$ cat src/rtl/tbfl_pkg.sv
// Shared types and constants for the triangle boundary face lookup block.
package tbfl_pkg;

  localparam int MAX_VERTICES = 1024;
  localparam int MAX_EDGES    = 4096;

  localparam int VC_W   = 11;
  localparam int EC_W   = 13;
  localparam int IDX_W  = 12;
  localparam int WT_W   = 32;
  localparam int ER_W   = 19;
  localparam int KEY_W  = 20;
  localparam int TR_W   = 28;
  localparam int ROW_W  = 13;
  localparam int VX_W   = 10;
  localparam int EA_W   = 12;

  localparam int IN_DATA_W  = 96;
  localparam int OUT_DATA_W = 48;

  localparam logic [1:0] MODE_WEIGHT = 2'd0;
  localparam logic [1:0] MODE_EDGE   = 2'd1;
  localparam logic [1:0] MODE_QUERY  = 2'd2;

  localparam logic [1:0] ST_OK       = 2'd0;
  localparam logic [1:0] ST_UNSORTED = 2'd1;
  localparam logic [1:0] ST_RANGE    = 2'd2;

  localparam logic [1:0] COEF_POS  = 2'b01;
  localparam logic [1:0] COEF_NEG  = 2'b11;
  localparam logic [1:0] COEF_NONE = 2'b00;

  localparam logic REG_VERTEX_COUNT = 1'b0;
  localparam logic REG_EDGE_COUNT   = 1'b1;

  typedef enum logic [1:0] {
    CMD_WEIGHT,
    CMD_EDGE,
    CMD_QUERY
  } cmd_kind_t;

  typedef struct packed {
    cmd_kind_t         kind;
    logic [IDX_W-1:0]  load_index;
    logic [WT_W-1:0]   vertex_weight;
    logic [ER_W-1:0]   edge_rank;
    logic [TR_W-1:0]   triangle_rank;
  } cmd_t;

  typedef enum logic [3:0] {
    S_IDLE,
    S_PROD1,
    S_PROD2,
    S_RANGE,
    S_WALK2,
    S_WALK1,
    S_WALK0,
    S_WREAD,
    S_WACC,
    S_FACE,
    S_BS,
    S_BSC,
    S_EMIT
  } state_t;

endpackage

$ cat src/rtl/tbfl_queue.sv
// Two-entry command queue between the input stage and the execution engine.
module tbfl_queue (
  input  logic           clk,
  input  logic           rst_n,
  input  logic           push,
  input  tbfl_pkg::cmd_t push_cmd,
  output logic           full,
  input  logic           pop,
  output logic           head_valid,
  output tbfl_pkg::cmd_t head_cmd
);

  tbfl_pkg::cmd_t entry_r [2];
  logic       wr_ptr_r, wr_ptr_nxt;
  logic       rd_ptr_r, rd_ptr_nxt;
  logic [1:0] count_r, count_nxt;

  always_comb begin
    wr_ptr_nxt = push ? ~wr_ptr_r : wr_ptr_r;
    rd_ptr_nxt = pop ? ~rd_ptr_r : rd_ptr_r;
    count_nxt  = count_r + {1'b0, push} - {1'b0, pop};
  end

  always_ff @(posedge clk) begin
    if (!rst_n) begin
      wr_ptr_r <= 1'b0;
      rd_ptr_r <= 1'b0;
      count_r  <= 2'd0;
    end else begin
      wr_ptr_r <= wr_ptr_nxt;
      rd_ptr_r <= rd_ptr_nxt;
      count_r  <= count_nxt;
    end
  end

  always_ff @(posedge clk) begin
    if (push) begin
      entry_r[wr_ptr_r] <= push_cmd;
    end
  end

  assign full       = (count_r == 2'd2);
  assign head_valid = (count_r != 2'd0);
  assign head_cmd   = entry_r[rd_ptr_r];

endmodule

$ cat config.mk
export PLATFORM = sky130hd
export DESIGN_NAME = tbfl_queue
export DESIGN_NICKNAME = d
export VERILOG_FILES = /design/src/rtl/tbfl_pkg.sv /design/src/rtl/tbfl_queue.sv
export SDC_FILE = /design/constraint.sdc
export NUM_CORES = 1
export LEC_CHECK = 0
export BUFFER_PORTS_ARGS = -buffer_cell sky130_fd_sc_hd__buf_2
export CORE_MARGIN = 2
export CORE_UTILIZATION = 56
export DETAILED_ROUTE_END_ITERATION = 12
export PLACE_DENSITY = 0.84
export SLEW_MARGIN = 20
export SYNTH_ARGS = -nofsm -noshare
export SYNTH_HDL_FRONTEND = slang
export SYNTH_SLANG_ARGS = --single-unit
export TNS_END_PERCENT = 1
$ cat constraint.sdc
create_clock -name clk -period 10.8 [get_ports clk]
set_input_delay 1.62 -clock clk [delete_from_list [all_inputs] [get_ports clk]]
set_output_delay 1.62 -clock clk [all_outputs]
set_load 0.05 [all_outputs]
# ---- Word level (Yosys, flattened, before mapping)
# Memory sizes are Yosys's and may differ from the RTL's. A register that Yosys moved wholly into a read port is not among the register bits.
# Index checks and enable logic that the tools add are counted.
dict set report totals {
  latchBits 0
  n_memories 1
  word_cells 14
  rom_bits 0
  out_inout_bits 95
  reg_bits 4
  in_bits 97
  ramBits 186
}
# memory words word_bits read_ports rd_ports_with_merged_regs write_ports line
set memory_table {}
lappend memory_table {entry_r 2 93 1 1 1 tbfl_queue.sv:13} ;# tbfl_pkg::cmd_t entry_r [2];
dict set report op_classes {
  multipliers 0
  reduce_logical 1
  muxes 4
  n_bitwise 2
  div 0
  eq_ne 1
  shift 0
  addsub 2
  magnitude_cmp 0
}
# operator n
set ops {}
lappend ops {{$mux 1} 4}
lappend ops {{$add 2x1->2} 1}
lappend ops {{$eq 2x2->1 const B} 1}
lappend ops {{$not 1->1} 2}
lappend ops {{$reduce_bool 2->1} 1}
lappend ops {{$sub 2x1->2} 1}

# ---- Depth between registers and ports, before layout
# Gate-level depths: netlist of the first run.
dict set report depth {
  word_depth 3
  depth_mapped 6
}

# ---- Least setup slack after synthesis of the first run
# No wires, ideal clock.
dict set report synth_timing {
  kind {input to register}
  start {input push}
  end {memory entry_r[0][0] (netlist name) (enable)}
  path_stages 1
  setup_slack_ps 4539
  n_path_buf 0
  arrival_time_ps 5704
  required_time_ps 10243
  path_cell_list {nor2b_1}
}
dict set report synth_via {
  elab_chain_len 2
}
# item line
set synth_lines {}
lappend synth_lines {{start: declaration} tbfl_queue.sv:5} ;# input logic push,
lappend synth_lines {{$mux 1} tbfl_queue.sv:37} ;# if (push) begin
lappend synth_lines {{$mux 1 (implied by the code)} tbfl_queue.sv:38} ;# entry_r[wr_ptr_r] <= push_cmd;
lappend synth_lines {{end: declaration} tbfl_queue.sv:13}
# No other way between the ends.

==> results of run 1 <==
==> routing by layer <==
metal  up-vias  global-route usage, %  share of wire (%)
met4         0                   8.73                2.1
met3        20                   5.86                7.2
li1       1630                      -                  -
met5         -                      0                  0
met2       139                   29.1                 50
met1      1746                   20.8                 41
==> cells by family (layout without fill, tap and decap cells) <==
group                      after synthesis  count (layout)  share of synthesized area (%)
AOI/OAI and AO/OA                        1               1                          0.104
buffers and inverters                   12             228                           1.44
adders and majority gates                2               2                          0.347
other                                    0               1                              0
and+or+nand+nor                          9               9                          0.780
muxes                                   93              93                           18.1
xor gates and xnor gates                 2               2                          0.433
DFF                                    191             191                           78.8
==> per-stage QoR <==
stage,power (W),cell area [µm²],utilization [%],setup WS (ns)
after floorplan,0.00113,7220,-,4.54
after global placement,0.00118,8330,66.0,6.89
after detailed placement,0.00119,8330,66.0,6.85
after CTS,0.00177,8880,70.4,6.39
after global routing,0.00181,8910,70.6,6.30
final,0.00175,8910,70.6,6.42
==> registers in the layout, summed over array words and instances, names as in the netlist, named ones only <==
name,count
entry_r,186
count_r,2
rd_ptr_r,1
wr_ptr_r,1
==> placed cells by master, fill, tap and decap left out <==
cell,Yosys,final
mux2_4,70,70
clkinv_1,0,1
diode_2,0,1
bufinv_16,0,2
buf_4,1,3
clkbuf_1,0,2
edfxtp_1,186,186
clkinv_4,0,2
and2_4,0,1
inv_1,2,2
clkbuf_16,0,17
ha_1,2,2
dfxtp_4,0,1
clkinvlp_4,0,2
mux2_2,23,23
buf_2,2,191
xnor3_1,1,1
buf_16,0,1
xor2_1,1,1
clkinv_2,0,5
or2_2,1,1
o21a_1,1,1
nor2b_4,0,1
nor2b_1,4,3
and2_1,4,3
dfxtp_1,5,4
==> final timing paths <==
check	end	slack, ns	cells past startpoint
max	head_cmd[21]	6.42	3
min	rd_ptr_r$_SDFFE_PN0P_	0.59	2
max reg2reg	entry_r[0][33]$_DFFE_PP_	8.62	3
min reg2reg	rd_ptr_r$_SDFFE_PN0P_	0.59	2
==> cell type report <==
class | count | area, µm²
diodes | 1 | 2.50
clock buffers | 19 | 433
clock inverters | 12 | 121
fillers | 826 | 3700
inverters | 2 | 7.51
multi-input cells | 107 | 1440
flip-flops and latches | 191 | 5690
well taps | 172 | 215
repair buffers | 195 | 1010
==> where the power goes <==
| group | leakage (nW) | switching, W | total (W) | internal (W) |
|---|---|---|---|---|
| clock | 0.270 | 0.000243 | 0.000580 | 0.000337 |
| sequential | 1.79 | 0.0000170 | 0.000874 | 0.000857 |
| combinational | 1.47 | 0.000199 | 0.000299 | 0.0000995 |
==> worst register-to-register path, cell delays in order (launching register included) <==
cell and delay [ns]:
dfxtp_1 0.34, nor2b_4 0.59, buf_16 0.24, buf_4 0.60
==> results_dict.tcl, run 1 <==
set metrics [dict create \
    dieWidth_um 118 \
    critical_path.startpoint_type "flop" \
    hold_class "flop to flop" \
    grt-ovfl-total 0 \
    place_inst 666 \
    place_congestion 0.712 \
    grt_start_max_net_pins 58 \
    ys_seq_area_share_pct 78.8 \
    synthArstFlopShare_pct 0 \
    synth_ff_type "edfxtp_1" \
    power_density_mw_per_mm2 197 \
    timing.final.hold_violations 0 \
    critical_path.slowest_cell "buf_4" \
    setup_violations 0 \
    root_buffer "clkbuf_16" \
    clock_path_buffers 2 \
    maxSlewHeadroom_pct 32.7 \
    ys_warn_count 0 \
    synth-edff-count 186 \
    port-buffer-count 191 \
    ioPinCount 192 \
    drcViolationCount 0 \
    path_buf_inv 2 \
    antenna_found_initial 1 \
    clock_skew_ns 0.00624 \
    cp_data_required_time_ns 9.18 \
    avgSynthCellArea_um2 23.3 \
    tightest_slew_ns 1.01 \
    clock_latency_ns 0.42 \
    post_cts_resized 0 \
    ys_ff_latch 191 \
    path_delay_family "buffers and inverters" \
    area_delta_synth_final_pct 23.5 \
    hp-start "rd_ptr_r$_SDFFE_PN0P_" \
    yosys-top-cells-area "edfxtp_1 (77%), mux2_4 (15%), mux2_2 (3.6%)" \
    max_freq_mhz 229 \
    cts_hold_buffers 0 \
    synth_top_area_share_pct 77.4 \
    path_max_fanout 57 \
    dieArea_mm2 0.0138 \
    worst_setup_path_end_kind "output pin" \
    whs_ns 0.593 \
    wl_um 12000 \
    vias 3535 \
    ant_nets 0 \
    period_needed_ns 4.38 \
    clk_pin_slew_ns 0.06 \
    grt_pass1_vias 3632 \
    drt_iter0_markers 272 \
    synthTopCellsByCount "edfxtp_1 (186), mux2_4 (70), mux2_2 (23), buf_6 (7), dfxtp_1 (5)" \
    core_mm2 0.0126 \
    rsz0062_at_grt "no" \
    tns_ns 0 \
    die_h_um 118 \
    crit_chain "buf_4, mux2_2, buf_2" \
    grt_pass1_wl_um 18300 \
    clock_sink_count 191 \
    cts_buffers 17 \
    grt.total_usage_pct 17.6 \
    cpPeakStageDelay_ns 0.87 \
    rows 41 \
    drv_slew 0 \
    syn_nets 409 \
    start_util_pct 57.2 \
    maxCapViolCount 0 \
    timing.final.crit_share_pct 40.5 \
    timing.rr.start "wr_ptr_r$_SDFFE_PN0P_" \
    drive_gt1_share_pct 60.8 \
    status "completed" \
    cts-htree-levels 4 \
    cts_tree "done" \
    fin_cells 699 \
    ys_types 15 \
    syn_area_mm2 0.00722 \
    cts_setup_buffers 0 \
    syn-instance-count 310 \
    worstSetupPathType "flop to output pin" \
    arrival_ns 2.76 \
    leakagePower_nw 3.52 \
    routed_via_density 5.06 \
    vdd.ir_drop.worst_mv 0.155 \
    nets 613 \
    synth_top_cell_by_area "edfxtp_1" \
    synth.most_common_cell "edfxtp_1" \
    wire_per_inst_um 17.2 \
    dr.pass1.iters 5 \
]
No activity file was read; power rests on OpenSTA's default activity.
==> run 2: changes to the inputs <==
--- a/config.mk
+++ b/config.mk
@@ -5,11 +5,12 @@
 export SDC_FILE = /design/constraint.sdc
 export NUM_CORES = 1
 export LEC_CHECK = 0
+export ABC_AREA = 1
 export BUFFER_PORTS_ARGS = -buffer_cell sky130_fd_sc_hd__buf_2
 export CORE_MARGIN = 2
-export CORE_UTILIZATION = 56
+export CORE_UTILIZATION = 47
 export DETAILED_ROUTE_END_ITERATION = 12
-export PLACE_DENSITY = 0.84
+export PLACE_DENSITY = 0.75
 export SLEW_MARGIN = 20
 export SYNTH_ARGS = -nofsm -noshare
 export SYNTH_HDL_FRONTEND = slang
==> constraint.sdc (replaced) <==
create_clock -name clk -period 4 [get_ports clk]
set_input_delay 0.6 -clock clk [delete_from_list [all_inputs] [get_ports clk]]
set_output_delay 0.6 -clock clk [all_outputs]
set_load 0.05 [all_outputs]
==> results_dict.tcl, run 2 <==
set metrics [dict create \
    status "completed" \
    ys_types 13 \
    core_mm2 0.0151 \
    drcViolationCount 0 \
    die_h_um 128 \
    synth-compound-area-share_pct 0.0693 \
    timing.final.hold_violations 0 \
    nets 626 \
    grt_start_max_net_pins 58 \
    ys_ff_latch 191 \
    maxCapViolCount 0 \
    synthXorXnorAreaFrac_pct 0 \
    yosys-top-cells-area "edfxtp_1 (77%), mux2_4 (15%), mux2_2 (3.6%)" \
    reg_top3 "entry_r x186, count_r x2" \
    clock_path_buffers 2 \
    synth_top_area_share_pct 77.4 \
    synthSimpleGateAreaFrac_pct 0.954 \
    wire_per_inst_um 16.8 \
    area_delta_synth_final_pct 23.7 \
    finalInstanceArea_mm2 0.00893 \
    cts_tree "done" \
    root_buffer "clkbuf_16" \
    clock_latency_ns 0.41 \
    dieWidth_um 128 \
    syn-instance-count 322 \
    start_util_pct 47.8 \
    grt_pass1_vias 3754 \
    tightest_slew_ns 0.632 \
    hold_class "primary input to flop" \
    grt_pass1_wl_um 18800 \
    port-buffer-count 191 \
    place_congestion 0.705 \
    path_delay_family "buffers and inverters" \
    synthArstFlopShare_pct 0 \
    avgSynthCellArea_um2 22.4 \
    clock_sink_count 191 \
    setup_violations 0 \
    syn_area_mm2 0.00722 \
    post_cts_resized 0 \
    placed_area_mm2 0.00839 \
    rsz0062_at_grt "no" \
    critical_path.startpoint_type "flop" \
    clock_skew_ns 0.00396 \
    fillCellCount 1152 \
    holdPathStages 1 \
    cts_buffers 17 \
    synth-edff-count 186 \
    rows 45 \
    synth_top_cell_by_area "edfxtp_1" \
    power_density_mw_per_mm2 516 \
    critical_path.slowest_cell "dfxtp_4" \
    syn_nets 421 \
    ys_seq_area_share_pct 78.8 \
    path_buf_inv 2 \
    synth_top_family_by_area "multiplexers" \
    ioPinCount 192 \
    fin_ws_ns 1.46 \
    cts_setup_buffers 0 \
    drv_slew 0 \
    grt.total_usage_pct 15.5 \
    worst_setup_path_end_kind "output pin" \
    path_max_fanout 57 \
    reg2regPathDepth 3 \
    grt-ovfl-total 0 \
    largest_reg_flops 186 \
    wl_um 12200 \
    max_flop_register "entry_r" \
    synth.most_common_cell "edfxtp_1" \
    ant_nets 0 \
    dp_hpwl_um 8380 \
    tns_ns 0 \
    cp_data_required_time_ns 3.40 \
    synthTopCellsByCount "edfxtp_1 (186), mux2_4 (70), mux2_2 (23), nand2_1 (9), nor2_1 (8)" \
    dieArea_mm2 0.0164 \
    layout_commonest_cell "buf_2" \
    leakagePower_nw 3.54 \
    clk_pin_slew_ns 0.06 \
    cts_hold_buffers 0 \
    vdd.ir_drop.worst_mv 0.292 \
    crit_cells 3 \
    crit_chain "buf_12, mux2_2, buf_2" \
    synthAdderAreaFrac_pct 0.347 \
    timing.final.crit_share_pct 63.5 \
    synth_ff_type "edfxtp_1" \
    max_freq_mhz 394 \
    maxSlewHeadroom_pct 57.9 \
    place_ws_ns 1.85 \
    final_cell_mix "buf_2 (191), edfxtp_1 (186), mux2_4 (70)" \
    cpPeakStageDelay_ns 0.51 \
    drt_iter0_markers 157 \
    drive_gt1_share_pct 58.4 \
    worstSetupPathType "flop to output pin" \
    ys_warn_count 0 \
    muxShareOfSynthArea_pct 18.2 \
    dr.pass1.iters 4 \
    vias 3531 \
    antenna_found_initial 1 \
    period_needed_ns 2.54 \
    arrival_ns 1.94 \
    routed_via_density 4.85 \
    cts-htree-levels 4 \
]
run 2: cell count changes after synthesis, sizes merged, moves of 4 or more:
cell | previous run | this run
and2 | 4 | 0
nand2 | 0 | 9
nor2 | 0 | 8
nor2b | 4 | 0
inv | 2 | 7
run 2: final timing paths:
path | from | endpoint | slack (ns)
hold reg to reg | rd_ptr_r$_SDFFE_PN0P_ | rd_ptr_r$_SDFFE_PN0P_ | 0.53
hold / removal | push_cmd[92] | entry_r[1][92]$_DFFE_PP_ | 0.37
setup reg to reg | wr_ptr_r$_SDFFE_PN0P_ | entry_r[1][15]$_DFFE_PP_ | 2.32
setup / recovery | flop | head_cmd[5] | 1.46
run 2: layout make-up:
| cell class | instances | area, µm² | area share (%) |
|---|---|---|---|
| sequential | 191 | 5690 | 63.7 |
| multi-input combinational | 114 | 1420 | 15.9 |
| timing repair buffer | 196 | 1020 | 11.4 |
| clock buffer | 22 | 444 | 4.97 |
| tap | 188 | 235 | 2.63 |
| clock inverter | 9 | 93.8 | 1.05 |
| inverter | 7 | 28.8 | 0.322 |
| antenna | 1 | 2.50 | 0.0280 |
run 2: per-stage QoR:
stage	total power [W]	hold WS, ns	util (%)	std cells
5_1_grt	0.00478	0.344	59.2	727
2_1_floorplan	0.00295	0.463	-	322
3_3_place_gp	0.00310	0.480	55.6	696
4_1_cts	0.00467	0.344	59.2	727
6_report	0.00461	0.369	59.2	728
3_5_place_dp	0.00312	0.499	55.6	696
run 2: kinds of logic after synthesis:
kind of cell               after synthesis
AOI/OAI and AO/OA                        1
adders and majority gates                2
buffers and inverters                   17
DFF                                    191
muxes                                   93
and+or+nand+nor                         18
run 2: layer usage:
layer  vias up  wire length, µm  track usage, %
li1       1670                -               -
met1      1715             4780            17.0
met2       132             6280            26.8
met3        14              974            6.09
met4         0              183            6.59
met5         -                0               0
run 2: report_power, final:
part	leakage, nW	total [W]	switching [W]	internal, W
combinational	1.50	0.000715	0.000488	0.000227
sequential	1.79	0.00235	0.0000319	0.00232
clock	0.260	0.00155	0.000641	0.000906
total	3.54	0.00461	0.00116	0.00345
==> run 3: changes to the inputs <==
--- a/config.mk
+++ b/config.mk
@@ -8,9 +8,9 @@
 export ABC_AREA = 1
 export BUFFER_PORTS_ARGS = -buffer_cell sky130_fd_sc_hd__buf_2
 export CORE_MARGIN = 2
-export CORE_UTILIZATION = 47
+export CORE_UTILIZATION = 52
 export DETAILED_ROUTE_END_ITERATION = 12
-export PLACE_DENSITY = 0.75
+export PLACE_DENSITY = 0.79
 export SLEW_MARGIN = 20
 export SYNTH_ARGS = -nofsm -noshare
 export SYNTH_HDL_FRONTEND = slang
==> constraint.sdc (replaced) <==
create_clock -name clk -period 2.61 [get_ports clk]
set_input_delay 0.3915 -clock clk [delete_from_list [all_inputs] [get_ports clk]]
set_output_delay 0.3915 -clock clk [all_outputs]
set_load 0.05 [all_outputs]
==> results_dict.tcl, run 3 (synthesized netlist as in run 2, its figures left out) <==
set metrics [dict create \
    nets 631 \
    maxSlewHeadroom_pct 51.0 \
    grt-ovfl-total 0 \
    wl_um 12400 \
    post_cts_resized 0 \
    antenna_found_initial 1 \
    start_util_pct 52.6 \
    maxCapViolCount 0 \
    leakagePower_nw 3.58 \
    port-buffer-count 191 \
    final_cell_mix "buf_2 (191), edfxtp_1 (186), mux2_4 (70)" \
    place_congestion 0.686 \
    power_density_mw_per_mm2 788 \
    drcViolationCount 0 \
    cpPeakStageDelay_ns 0.60 \
    internal_power_w 0.00527 \
    cts_setup_buffers 0 \
    timing.final.crit_share_pct 87.6 \
    clock_sink_count 191 \
    routed_via_density 4.99 \
    switching_share_pct 25.4 \
    dr.pass1.iters 4 \
    max_freq_mhz 437 \
    setup_violations 0 \
    period_needed_ns 2.29 \
    power_w 0.00706 \
    dieArea_mm2 0.0148 \
    grt_start_max_net_pins 55 \
    cp_data_required_time_ns 2.22 \
    critical_path.slowest_cell "dfxtp_4" \
    n_antenna_cell 0 \
    ant_nets 0 \
    clk_pin_slew_ns 0.06 \
    cts-htree-levels 4 \
    tns_ns 0 \
    area_delta_synth_final_pct 24.3 \
    die_h_um 122 \
    arrival_ns 1.89 \
    cts_buffers 17 \
    layout_commonest_cell "buf_2" \
    path_buf_inv 2 \
    pwr-share-comb_pct 15.7 \
    ioPinCount 192 \
    cts_tree "done" \
    vias 3618 \
    clkPwrFrac_pct 33.3 \
    power_switching_w 0.00179 \
    path_delay_family "flip-flops" \
    dp_hpwl_um 8640 \
    reg_top3 "entry_r x186, count_r x2" \
    rsz0062_at_grt "no" \
    root_buffer "clkbuf_16" \
    hold_class "primary input to flop" \
    drv_slew 0 \
    path_max_fanout 27 \
    vdd.ir_drop.worst_mv 0.519 \
    sequentialPowerShare_pct 51.0 \
    wire_per_inst_um 17.1 \
    dieWidth_um 122 \
    clock_latency_ns 0.42 \
    drive_gt1_share_pct 59.1 \
    rows 43 \
    largest_reg_flops 186 \
    max_flop_register "entry_r" \
    tightest_slew_ns 0.735 \
    status "completed" \
    core_mm2 0.0137 \
    grt_pass1_wl_um 18200 \
    clock_skew_ns 0.00929 \
    cts_hold_buffers 0 \
    grt.total_usage_pct 16.7 \
    crit_chain "buf_12, mux2_2, buf_2" \
    grt_pass1_vias 3621 \
    worst_setup_path_end_kind "output pin" \
    whs_ns 0.159 \
    timing.final.hold_violations 0 \
    drt_iter0_markers 198 \
    critical_path.startpoint_type "flop" \
    clock_path_buffers 2 \
    worstSetupPathType "flop to output pin" \
]
## run 3: worst reg2reg max path, delay by kind of cell (launching register included)
kind / cells / cell delay [ns]
flops: 1 / 0.34
simple gates: 1 / 0.12
buf+inv: 1 / 0.55
## run 3: final cells by class
type                            instances  area (µm²)
Fill cell                             961        4750
Sequential cell                       191        5690
Timing Repair Buffer                  201        1070
Multi-Input combinational cell        114        1420
Inverter                                7        28.8
Clock inverter                          6        61.3
Clock buffer                           26         479
Tap cell                              180         225
## run 3: power groups by stage
stage	sequential [W]	clock [W]	combinational (W)
global placement	0.00366	0	0.00109
floorplan	0.00365	0	0.000860
CTS	0.00361	0.00240	0.00112
global route	0.00362	0.00251	0.00116
detailed placement	0.00367	0	0.00112
finish	0.00360	0.00235	0.00111
## run 3: through the flow
step,cells,worst slack [ns],cell area [µm²],utilization [%]
finish,725,0.324,8970,65.4
global placement,693,0.771,8430,61.4
global route,725,0.254,8970,65.4
detailed placement,693,0.742,8430,61.4
CTS,725,0.288,8970,65.4
floorplan,322,-0.104,7220,-
## run 3: path summary, 6_finish.rpt
kind                          from                       end  slack (ns)  depth (start not counted)
min reg2reg  rd_ptr_r$_SDFFE_PN0P_     rd_ptr_r$_SDFFE_PN0P_        0.51                          2
max                           flop               head_cmd[5]        0.32                          3
max reg2reg  wr_ptr_r$_SDFFE_PN0P_  entry_r[0][63]$_DFFE_PP_        1.14                          2
min                    push_cmd[6]   entry_r[1][6]$_DFFE_PP_        0.16                          1
## run 3: routing by layer
layer | part of all wire [%] | up-vias | track usage, %
li1 | - | 1679 | -
met1 | 38 | 1778 | 18.2
met2 | 52 | 143 | 29.7
met3 | 8.4 | 16 | 5.43
met4 | 1.5 | 2 | 7.33
met5 | 0.10 | - | 0
